[src/rtl/core/ted_pkg.sv]
// Package: formats, float constants and the shared stage payload type.
`default_nettype none
package ted_pkg;
    localparam logic [2:0] FMT_FP32 = 3'd0;
    localparam logic [2:0] FMT_FP16 = 3'd1;
    localparam logic [2:0] FMT_BF16 = 3'd2;
    localparam logic [2:0] FMT_INT8 = 3'd3;
    localparam logic [2:0] FMT_INT4 = 3'd4;
    localparam logic [2:0] CFG_FORMAT = 3'd0;
    localparam logic [2:0] CFG_GSCALE = 3'd1;
    localparam logic [2:0] FORMAT_RESET = FMT_BF16;
    localparam logic [31:0] GSCALE_RESET = 32'h4180_0000;
    localparam logic [31:0] CANON_NAN = 32'h7FC0_0000;

    // Operands of one multiply, as they travel down the pipe.
    typedef struct packed {
        logic [31:0] a;
        logic [31:0] b;
        logic        zero_out;
        logic        last;
    } t_mul_req;

    // Exact binary32 value of a small signed integer (-128..127).
    function automatic logic [31:0] int_to_f32(input logic signed [7:0] v);
        logic [7:0] mag;
        logic [7:0] e;
        logic [22:0] m;
        logic [31:0] r;
        mag = v[7] ? 8'(-v) : 8'(v);
        r = '0;
        e = '0;
        m = '0;
        for (int i = 0; i < 8; i++) begin
            if (mag[i]) begin
                e = 8'(127 + i);
                m = 23'({mag, 15'd0} << (8 - i));
            end
        end
        if (mag != 8'd0) r = {v[7], e, m};
        return r;
    endfunction

    // fp16 to binary32, subnormals normalized.
    function automatic logic [31:0] half_to_f32(input logic [15:0] h);
        logic [4:0] ex;
        logic [9:0] man;
        logic [10:0] mm;
        logic [7:0] sh;
        logic [31:0] r;
        ex = h[14:10];
        man = h[9:0];
        mm = {1'b0, man};
        sh = '0;
        for (int i = 0; i < 10; i++) begin
            if (man[i]) begin
                sh = 8'(10 - i);
                mm = 11'({1'b0, man} << (10 - i));
            end
        end
        if (ex == 5'd0) begin
            if (man == 10'd0) r = {h[15], 31'd0};
            else r = {h[15], 8'(8'd113 - sh), mm[9:0], 13'd0};
        end else if (ex == 5'h1f) begin
            r = {h[15], 8'hFF, man, 13'd0};
        end else begin
            r = {h[15], 8'({3'd0, ex} + 8'd112), man, 13'd0};
        end
        return r;
    endfunction
endpackage
`default_nettype wire

[src/rtl/core/ted_front.sv]
// Front stage: decode the element into multiply operands, split int4 pairs.
`default_nettype none
module ted_front
    import ted_pkg::*;
(
    input  wire logic        i_clk,
    input  wire logic        i_rst_n,
    input  wire logic [2:0]  i_format,
    input  wire logic [31:0] i_gscale,
    input  wire logic        i_valid,
    output logic             o_ready,
    input  wire logic [31:0] i_raw,
    input  wire logic [31:0] i_cs0,
    input  wire logic [31:0] i_cs1,
    output logic             o_valid,
    input  wire logic        i_ready,
    output t_mul_req         o_req
);
    logic r_second;
    logic [31:0] r_cs1;
    logic [3:0] r_hi;
    logic n_second;
    t_mul_req n_req;
    logic emit;

    assign o_valid = i_valid || r_second;
    assign o_ready = i_ready && !r_second;
    assign emit = o_valid && i_ready;

    always_comb begin
        n_req = '{a: '0, b: i_gscale, zero_out: 1'b0, last: 1'b1};
        if (r_second) begin
            n_req.a = int_to_f32({{4{r_hi[3]}}, r_hi});
            n_req.b = r_cs1;
        end else begin
            case (i_format)
                FMT_FP32: n_req.a = i_raw;
                FMT_FP16: n_req.a = half_to_f32(i_raw[15:0]);
                FMT_BF16: n_req.a = {i_raw[15:0], 16'd0};
                FMT_INT8: begin
                    n_req.a = int_to_f32(i_raw[7:0]);
                    n_req.b = i_cs0;
                end
                FMT_INT4: begin
                    n_req.a = int_to_f32({{4{i_raw[3]}}, i_raw[3:0]});
                    n_req.b = i_cs0;
                    n_req.last = 1'b0;
                end
                default: n_req.zero_out = 1'b1;
            endcase
        end
    end
    assign o_req = n_req;

    assign n_second = r_second ? !emit : (emit && i_format == FMT_INT4);
    always_ff @(posedge i_clk) begin
        if (!i_rst_n) r_second <= 1'b0;
        else r_second <= n_second;
        if (!r_second && emit) begin
            r_cs1 <= i_cs1;
            r_hi <= i_raw[7:4];
        end
    end
endmodule
`default_nettype wire

[src/rtl/core/ted_fmul.sv]
// Three-stage binary32 multiplier, RNE, subnormals kept, canonical NaN.
`default_nettype none
module ted_fmul
    import ted_pkg::*;
(
    input  wire logic        i_clk,
    input  wire logic        i_rst_n,
    input  wire logic        i_en,
    input  wire logic        i_valid,
    input  wire t_mul_req    i_req,
    output logic             o_valid,
    output logic [31:0]      o_value,
    output logic             o_last
);
    // stage 1: unpack and multiply significands
    logic r1_v, r2_v, r3_v;
    logic r1_sgn, r1_last, r1_spec;
    logic [31:0] r1_special;
    logic signed [10:0] r1_exp;
    logic [47:0] r1_prod;
    // stage 2: normalize to leading bit 47
    logic r2_sgn, r2_last, r2_spec;
    logic [31:0] r2_special;
    logic signed [10:0] r2_exp;
    logic [47:0] r2_prod;
    logic [31:0] r3_value;
    logic r3_last;

    logic a_nan, b_nan, a_inf, b_inf, a_zero, b_zero, sgn;
    logic [23:0] ma, mb;
    logic signed [10:0] ea, eb;
    logic [31:0] n_special;
    logic n_spec;
    assign sgn = i_req.a[31] ^ i_req.b[31];
    assign a_nan = &i_req.a[30:23] && |i_req.a[22:0];
    assign b_nan = &i_req.b[30:23] && |i_req.b[22:0];
    assign a_inf = &i_req.a[30:23] && !(|i_req.a[22:0]);
    assign b_inf = &i_req.b[30:23] && !(|i_req.b[22:0]);
    assign a_zero = i_req.a[30:0] == 31'd0;
    assign b_zero = i_req.b[30:0] == 31'd0;
    assign ma = {|i_req.a[30:23], i_req.a[22:0]};
    assign mb = {|i_req.b[30:23], i_req.b[22:0]};
    assign ea = (|i_req.a[30:23]) ? 11'($signed({3'd0, i_req.a[30:23]})) : 11'sd1;
    assign eb = (|i_req.b[30:23]) ? 11'($signed({3'd0, i_req.b[30:23]})) : 11'sd1;
    always_comb begin
        n_spec = 1'b1;
        n_special = {sgn, 31'd0};
        if (i_req.zero_out) n_special = '0;
        else if (a_nan || b_nan || (a_inf && b_zero) || (b_inf && a_zero))
            n_special = CANON_NAN;
        else if (a_inf || b_inf) n_special = {sgn, 8'hFF, 23'd0};
        else if (a_zero || b_zero) n_special = {sgn, 31'd0};
        else n_spec = 1'b0;
    end

    // normalize: find leading one (product may have leading zeros from subnormals)
    logic [5:0] lz;
    always_comb begin
        lz = '0;
        for (int i = 0; i < 48; i++) if (r1_prod[i]) lz = 6'(47 - i);
    end

    // stage 3: round
    logic signed [10:0] e_n, sh_r;
    logic [72:0] wide;
    logic [23:0] kept;
    logic g, st, up;
    logic [24:0] rnd;
    logic [31:0] n_val;
    always_comb begin
        // r2_prod has bit 47 set; value = prod * 2^(e-127-46)
        e_n = r2_exp + 11'sd1;
        sh_r = (e_n < 11'sd1) ? 11'sd1 - e_n : 11'sd0;
        if (sh_r > 11'sd26) sh_r = 11'sd26;
        wide = {r2_prod, 25'd0} >> sh_r;
        kept = wide[72:49];
        g = wide[48];
        st = |wide[47:0];
        up = g && (st || kept[0]);
        rnd = {1'b0, kept} + 25'(up);
        if (e_n < 11'sd1) e_n = 11'sd0;
        if (r2_spec) n_val = r2_special;
        else if (rnd[24]) begin
            if (e_n + 11'sd1 >= 11'sd255) n_val = {r2_sgn, 8'hFF, 23'd0};
            else n_val = {r2_sgn, 8'(e_n + 11'sd1), rnd[23:1]};
        end else if (e_n >= 11'sd255) n_val = {r2_sgn, 8'hFF, 23'd0};
        else if (e_n == 11'sd0) n_val = {r2_sgn, 8'(rnd[23]), rnd[22:0]};
        else n_val = {r2_sgn, 8'(e_n), rnd[22:0]};
    end

    always_ff @(posedge i_clk) begin
        if (!i_rst_n) begin
            r1_v <= 1'b0;
            r2_v <= 1'b0;
            r3_v <= 1'b0;
        end else if (i_en) begin
            r1_v <= i_valid;
            r2_v <= r1_v;
            r3_v <= r2_v;
        end
        if (i_en) begin
            r1_sgn <= sgn;
            r1_last <= i_req.last;
            r1_spec <= n_spec;
            r1_special <= n_special;
            r1_exp <= ea + eb - 11'sd127;
            r1_prod <= ma * mb;
            r2_sgn <= r1_sgn;
            r2_last <= r1_last;
            r2_spec <= r1_spec;
            r2_special <= r1_special;
            r2_exp <= r1_exp - 11'($signed({5'd0, lz}));
            r2_prod <= r1_prod << lz;
            r3_value <= n_val;
            r3_last <= r2_last;
        end
    end
    assign o_valid = r3_v;
    assign o_value = r3_value;
    assign o_last = r3_last;
endmodule
`default_nettype wire

[src/rtl/core/table_element_dequantizer.sv]
// Top level: multi-format element dequantizer to binary32.
//
//  channel  | dir | tdata (low bit up)                  | tuser/tlast
//  s_axis   | in  | raw_word, col_scale_first, _second  | -
//  m_axis   | out | value_bits                          | tlast = last_of_item
//  cfg      | in  | write: index 0 format, 1 global scale
//
// One request enters per cycle while the output is not stalled; an int4 pair
// drops s_axis_tready while its high nibble follows, so it gives two results.
// An accepted request is registered through the mantissa multiply, normalize
// and round stages before its first result; decode feeds stage one.
// Reset (synchronous, active low) sets format bf16 and global scale 16.0.
// A waiting result with m_axis_tready low stalls the whole pipe in place and
// drops s_axis_tready; nothing is lost or repeated.
`default_nettype none
module table_element_dequantizer
    import ted_pkg::*;
(
    input  wire logic        i_clk,
    input  wire logic        i_rst_n,
    input  wire logic        i_cfg_we,
    input  wire logic [0:0]  i_cfg_index,
    input  wire logic [31:0] i_cfg_data,
    input  wire logic        s_axis_tvalid,
    output logic             s_axis_tready,
    // [31:0] raw_word, [63:32] col_scale_first, [95:64] col_scale_second
    input  wire logic [95:0] s_axis_tdata,
    output logic             m_axis_tvalid,
    input  wire logic        m_axis_tready,
    // [31:0] value_bits
    output logic [31:0]      m_axis_tdata,
    output logic             m_axis_tlast
);
    logic [2:0] r_format;
    logic [31:0] r_gscale;
    logic front_valid, pipe_en;
    t_mul_req front_req;

    always_ff @(posedge i_clk) begin
        if (!i_rst_n) begin
            r_format <= FORMAT_RESET;
            r_gscale <= GSCALE_RESET;
        end else if (i_cfg_we) begin
            if (i_cfg_index == CFG_FORMAT[0:0]) r_format <= i_cfg_data[2:0];
            else r_gscale <= i_cfg_data;
        end
    end

    // advance the pipe when the output slot is empty or being taken
    assign pipe_en = !m_axis_tvalid || m_axis_tready;

    ted_front u_front (
        .i_clk(i_clk), .i_rst_n(i_rst_n),
        .i_format(r_format), .i_gscale(r_gscale),
        .i_valid(s_axis_tvalid), .o_ready(s_axis_tready),
        .i_raw(s_axis_tdata[31:0]), .i_cs0(s_axis_tdata[63:32]),
        .i_cs1(s_axis_tdata[95:64]),
        .o_valid(front_valid), .i_ready(pipe_en), .o_req(front_req)
    );

    ted_fmul u_fmul (
        .i_clk(i_clk), .i_rst_n(i_rst_n), .i_en(pipe_en),
        .i_valid(front_valid), .i_req(front_req),
        .o_valid(m_axis_tvalid), .o_value(m_axis_tdata), .o_last(m_axis_tlast)
    );
endmodule
`default_nettype wire

[config.mk]
export PLATFORM = sky130hd
export DESIGN_NAME = table_element_dequantizer
export DESIGN_NICKNAME = d
export VERILOG_FILES = /design/src/rtl/core/ted_pkg.sv /design/src/rtl/core/ted_front.sv /design/src/rtl/core/ted_fmul.sv /design/src/rtl/core/table_element_dequantizer.sv
export SDC_FILE = /design/constraint.sdc
export NUM_CORES = 2
export LEC_CHECK = 0
export ABC_AREA = 1
export BUFFER_PORTS_ARGS = -buffer_cell sky130_fd_sc_hd__buf_2
export CORE_MARGIN = 1
export CORE_UTILIZATION = 58
export CTS_CLUSTER_DIAMETER = 150
export CTS_CLUSTER_SIZE = 28
export DETAILED_ROUTE_END_ITERATION = 16
export PLACE_DENSITY = 0.76
export SYNTH_ARGS = -nofsm -noshare
export SYNTH_HDL_FRONTEND = slang
export SYNTH_SLANG_ARGS = --single-unit
[constraint.sdc]
create_clock -name i_clk -period 12.9 [get_ports i_clk]
set_clock_uncertainty 0.1 [all_clocks]
set_input_delay 0.645 -clock i_clk [delete_from_list [all_inputs] [get_ports i_clk]]
set_output_delay 0.645 -clock i_clk [all_outputs]
set_load 0.02 [all_outputs]
# ---- Word-level counts from Yosys, hierarchy flattened
# Index checks and enable logic that the tools add are counted.
dict set report totals {
  ff_bits 296
  inputBits 134
  elab_cells 238
}
dict set report classes {
  reduce_logical 46
  eq_ne 5
  n_shift 2
  n_mux 143
  order_cmp 4
  n_mul 1
  bitwise 2
  addsub 12
}
# cell count
set op_table {}
lappend op_table {{23-bit two-way mux} 21}
lappend op_table {{6-bit two-way mux} 48}
lappend op_table {{31-bit two-way mux} 9}
lappend op_table {{8-bit two-way mux} 28}
lappend op_table {{32-bit two-way mux} 5}
lappend op_table {{32-bit one-hot mux with 5 select lines} 1}
lappend op_table {{10-bit two-way mux} 9}
lappend op_table {{73-bit by 11-bit >> shifter with 73-bit output} 1}
lappend op_table {{64-bit two-way mux} 1}
lappend op_table {{31-bit zero test} 2}
lappend op_table {{24-bit by 24-bit multiplier with 48-bit output} 1}
lappend op_table {{48-bit OR reduction} 1}
lappend op_table {{48-bit by 6-bit left shift with 48-bit output} 1}
lappend op_table {{23-bit OR reduction} 2}
lappend op_table {{4-bit two-way mux} 10}
lappend op_table {{11-bit two-way mux} 3}
lappend op_table {{24-bit by 1-bit adder with 25-bit output} 1}
lappend op_table {{8-bit nonzero test} 3}
lappend op_table {{11-bit by 2-bit adder with 11-bit output, second input constant} 2}
lappend op_table {{11-bit by 9-bit greater-or-equal comparator with 1-bit output, second input constant} 2}
lappend op_table {{7-bit two-way mux} 3}
lappend op_table {{4-bit negation with 8-bit output} 2}
lappend op_table {{8-bit AND reduction} 2}
lappend op_table {{8-bit OR reduction} 2}
lappend op_table {{28 further kinds} 55}

# ---- Depth between registers and ports, before layout
dict set report logic_depth {
  ltp_word 49
  mapped_depth 59
  depth_no_buf 57
}

# ---- Hierarchy
# Synthesis repeated with hierarchy kept, for this count alone.
dict set report hier_totals {
  cells_unflattened 5103
  hier_area_um2 37679.9
}
# module seq_area_each_um2 n_inst cells_each area_per_inst_um2
set by_module_without_submodules {}
lappend by_module_without_submodules {ted_fmul 4924.7 1 4294 32352.3}
lappend by_module_without_submodules {ted_front 1101.1 1 649 4055.1}
lappend by_module_without_submodules {table_element_dequantizer 700.7 1 160 1272.5}

# ---- Worst setup path before layout
# No wires, ideal clock.
dict set report synth_timing {
  path_type {input-to-reg}
  start {in s_axis_tdata[0]}
  end {reg u_fmul.r1_prod[47] (data pin)}
  cell_stages 52
  t_arrival_ps 9533
  n_path_buf 4
  path_slack_ps 3008
  required_time_ps 12540
  path_cell_list {clkbuf_1 inv_1 clkbuf_1 ha_1 inv_1 nor2_1 inv_1 o31ai_1 xor2_1 clkbuf_1 a21oi_1 o21ai_0 o21ai_0 a21oi_1 o21ai_0 o2111ai_1 nand2_1 inv_1 [16 not listed] nand2_1 nand3_1 nand2_1 a21oi_1 o21bai_1 a31oi_1 o21ai_0 nand3_1 nand2_1 nand3_1 nand2_1 nand2_1 nand2_1 a21oi_1 o21ai_0 nand4_1 nand2_1 xnor2_1}
}
dict set report synth_via {
  elab_chain_cells 19
  word_cells_on_any_way 68
}
# item line_no
set synth_rtl {}
lappend synth_rtl {{start: declaration} table_element_dequantizer.sv:27} ;# input wire logic [95:0] s_axis_tdata,
lappend synth_rtl {{4-bit two-way mux (10 in a row)} ted_pkg.sv:55} ;# if (man[i]) begin
lappend synth_rtl {{8-bit two-way mux} ted_front.sv:36} ;# case (i_format)
lappend synth_rtl {{8-bit two-way mux} ted_front.sv:32} ;# if (r_second) begin
lappend synth_rtl {{7-bit by 8-bit subtractor with 8-bit output} ted_pkg.sv:62} ;# else r = {h[15], 8'(8'd113 - sh), mm[9:0], 13'd0};
lappend synth_rtl {{31-bit two-way mux} ted_pkg.sv:61} ;# if (man == 10'd0) r = {h[15], 31'd0};
lappend synth_rtl {{31-bit two-way mux} ted_pkg.sv:60} ;# if (ex == 5'd0) begin
lappend synth_rtl {{32-bit one-hot mux with 5 select lines (*)} ted_front.sv:36}
lappend synth_rtl {{64-bit two-way mux (*)} ted_front.sv:32}
lappend synth_rtl {{8-bit OR reduction} ted_fmul.sv:41} ;# assign ma = {|i_req.a[30:23], i_req.a[22:0]};
lappend synth_rtl {{24-bit by 24-bit multiplier with 48-bit output (*)} ted_fmul.sv:107} ;# r1_prod <= ma * mb;
lappend synth_rtl {{end signal: assignment} ted_fmul.sv:107}
lappend synth_rtl {{end: declaration} ted_fmul.sv:20} ;# logic [47:0] r1_prod;
# Mark *: on every way between the ends. The rest lies on a longest branch, timed or not. The select of a mux whose other input is x is not followed.
# A chain may end at the register's enable or synchronous reset.

# ---- Worst setup path after layout
dict set report layout_timing {
  start {reg r_format[1]}
  end {reg u_fmul.r1_prod[46] (data pin)}
}
dict set report layout_via {
  elab_chain_cells 6
  word_cells_on_any_way 12
}
# item line_no
set layout_rtl {}
lappend layout_rtl {{start: declaration} table_element_dequantizer.sv:34} ;# logic [2:0] r_format;
lappend layout_rtl {{start signal: assignment} table_element_dequantizer.sv:44} ;# if (i_cfg_index == CFG_FORMAT[0:0]) r_format <= i_cfg_data[2:0];
lappend layout_rtl {{3-bit by 2-bit == test with 1-bit output or 3-bit == test (tied branches)} ted_front.sv:36}
lappend layout_rtl {{2-bit OR reduction (no line)} n/a}
lappend layout_rtl {{32-bit two-way mux} ted_front.sv:36}
lappend layout_rtl {{64-bit two-way mux (*)} ted_front.sv:32}
lappend layout_rtl {{8-bit OR reduction} ted_fmul.sv:42} ;# assign mb = {|i_req.b[30:23], i_req.b[22:0]};
lappend layout_rtl {{24-bit by 24-bit multiplier with 48-bit output (*)} ted_fmul.sv:107}
# Mark *: on every way between the ends. The rest lies on a longest branch, timed or not.

==> reports/metrics.yaml <==
timing:
  setup_viol: 0
  tightest_slew_ns: 1.23
  setup_tns_ns: 0
  hold_viol: 0
  relSlewSlack: 0.179
  rsz0062_at_grt: "false"
  max_freq_mhz: 91.1
  period_needed_ns: 10.98
  timing.final.crit_share: 0.851
  slew_violations: 0
yosys:
  avgSynthCellArea_um2: 7.49
  netlist_instances: 4942
  syn_area_mm2: 0.0370
  synth.distinct_cells: 72
  synth-async-reset-ratio: 0
  synth_nets: 5770
  synth_edf_count: 199
  synthFlopType: "edfxtp_1"
  yosys_register_bits: 238
  yosysSeqAreaShare: 0.183
  yosysWarnings: 0
grt:
  antenna_found_initial: 4
  overflow: 0
  track_usage: 0.363
  grt_max_degree: 71
  grt_pass1_vias: 33300
  grt_pass1_wl_mm: 181
floorplanning:
  coreArea_mm2: 0.0631
  die_area_mm2: 0.0648
  die_y_um: 255
  num_io_pins: 169
  rows: 92
  die_w_um: 255
  initial_core_util: 0.587
placement:
  portBuffers: 168
  post-dp-hpwl_mm: 91.2
  dp_cells: 5791
  gp_congestion: 0.980
critical_path:
  reg2reg_from: "r_format[1]$_SDFFE_PN1P_"
  cp_data_arrival_time_ns: 11.12
  start_kind: "flip-flop"
  critPathRequiredTime_ns: 13.05
  r2r_cells: 46
  cp-end-kind: "flip-flop"
  cp_slowest_cell: "nor3_1"
  critPathMaxFanout: 35
  crit_type: "flip-flop to flip-flop"
  max_stage_delay_ns: 0.63
  rrSetupSlack_ns: 1.92
  r2r-end: "u_fmul.r1_prod[46]$_DFFE_PN_"
  crit_top_cell: "inv_1"
layout:
  final_cell_mix: "nand2_1 (1,207), inv_1 (787), fa_1 (484)"
  final_cells: 5816
  final_util: 0.617
  area_growth_pct: 5.13
  final_nets: 5788
  layout_commonest_cell: "nand2_1"
  drive_gt1_frac: 0.0709
routing:
  drt-vias-per-instance: 5.85
  drtAntennaViolNets: 0
  drt-initial-drc-count: 3643
  post_drt_wl_per_cell_um: 20.0
  route.detailed.drc: 0
  vias: 34000
  wl_mm: 116
  firstDrtPassIters: 8
clock_network:
  hold_buffers: 0
  htreeDepth: 1
  cts.sinks: 238
  path_clk_slew_ns: 0.13
  cts-root-buf: "clkbuf_16"
  insertion_delay_ns: 0.55
  cts_setup_buffers: 0
  cts_resized: 0
  clockBufferDepth: 3
  tritoncts: "done"
  cts_buffers: 13
run_status:
  status: "completed"
flow_run:
  max-cap-violations: 0
hold_path:
  min_from: "s_axis_tdata[80]"
  min_path_type: "primary input to flip-flop"
  hold_depth: 1
  min_to: "u_front.r_cs1[16]$_DFFE_PP_"
power_and_ir_drop:
  ir_drop_uv: 265
  power_density_mw_per_mm2: 216
  p_leak_nw: 18.5
==> synth_stat cells, types with 47 or more instances <==
library cell | n | area share
nor2_1 | 467 | 0.047
nand2_1 | 1207 | 0.12
o21ai_0 | 252 | 0.034
edfxtp_1 | 199 | 0.16
fa_1 | 484 | 0.26
ha_1 | 210 | 0.071
nand3_1 | 405 | 0.055
inv_1 | 789 | 0.080
nand4_1 | 47 | 0.0079
xor2_1 | 61 | 0.014
nor3_1 | 56 | 0.0076
o21ai_1 | 73 | 0.0099
clkbuf_1 | 176 | 0.018
a21oi_1 | 105 | 0.014
==> metrics by stage <==
step,hold slack (ns),instance area (um2),setup WS [ns],total power [mW]
finish,0.157,38900,1.92,8.41
global route,0.150,38900,1.21,9.18
CTS,0.148,38900,2.10,8.32
detailed placement,0.305,38500,1.91,7.82
global placement,0.301,38500,2.13,7.77
floorplan,0.300,37000,3.01,6.09
==> how the worst max path moves through the flow <==
stage	startpoint	endpoint	slack, ns	cells past startpoint
CTS	r_format[1]$_SDFFE_PN1P_	u_fmul.r1_prod[46]$_DFFE_PN_	2.10	46
floorplan	s_axis_tdata[0]	u_fmul.r1_prod[47]$_DFFE_PN_	3.01	52
finish	r_format[1]$_SDFFE_PN1P_	u_fmul.r1_prod[46]$_DFFE_PN_	1.92	46
global route	r_format[1]$_SDFFE_PN1P_	u_fmul.r1_prod[46]$_DFFE_PN_	1.21	46
global placement	s_axis_tdata[0]	u_fmul.r1_prod[47]$_DFFE_PN_	2.13	47
detailed placement	s_axis_tdata[0]	u_fmul.r1_prod[46]$_DFFE_PN_	1.91	45
==> critical path: cells and delay by family (launching register included) <==
family	cells	cell delay, ns
AOI/OAI and AO/OA	16	3.17
and+or+nand+nor	9	1.47
buffers and inverters	12	1.86
DFF	1	0.38
adders and majority gates	8	3.53
xor gates and xnor gates	1	0.16
==> final cells by class <==
class | instances | area [um2]
flip-flops and latches | 238 | 6760
repair buffers | 231 | 1310
fillers | 5824 | 24200
clock inverters | 3 | 55.1
inverters | 816 | 3080
diodes | 3 | 7.51
multi-input cells | 3660 | 26300
well taps | 846 | 1060
clock buffers | 19 | 348
==> layer usage <==
| layer | track usage | vias up | routed length, um |
|---|---|---|---|
| met2 | 0.601 | 1758 | 53900 |
| met4 | 0.220 | 0 | 8200 |
| li1 | - | 15700 | - |
| met1 | 0.447 | 16100 | 43700 |
| met5 | 0 | - | 0 |
| met3 | 0.0575 | 446 | 10300 |
==> sequential cells by signal, indices dropped and copies added, names as in the netlist, 3 cells and up <==
signal,count
u_front.r_cs1,32
u_fmul.r2_special,3
u_fmul.r1_exp,11
u_fmul.r1_prod,48
u_fmul.r2_prod,48
u_front.r_hi,4
u_fmul.r2_exp,11
r_gscale,32
u_fmul.o_value,32
u_fmul.r1_special,3
r_format,3
==> cell families after synthesis <==
family,count (synthesis),share of synthesized area
AOI/OAI and AO/OA,577,0.0892
xor gates and xnor gates,90,0.0215
adders and majority gates,694,0.333
buffers and inverters,1044,0.109
DFF,238,0.183
muxes,20,0.00541
and+or+nand+nor,2279,0.260
==> power breakdown <==
part	total, mW	internal (mW)	switching, mW	leakage, nW
Sequential	1.37	1.23	0.136	2.47
Combinational	6.56	2.12	4.45	15.8
Clock	0.479	0.200	0.279	0.191
Total	8.41	3.55	4.86	18.5
Note: power is estimated with default switching activity, not from simulation.
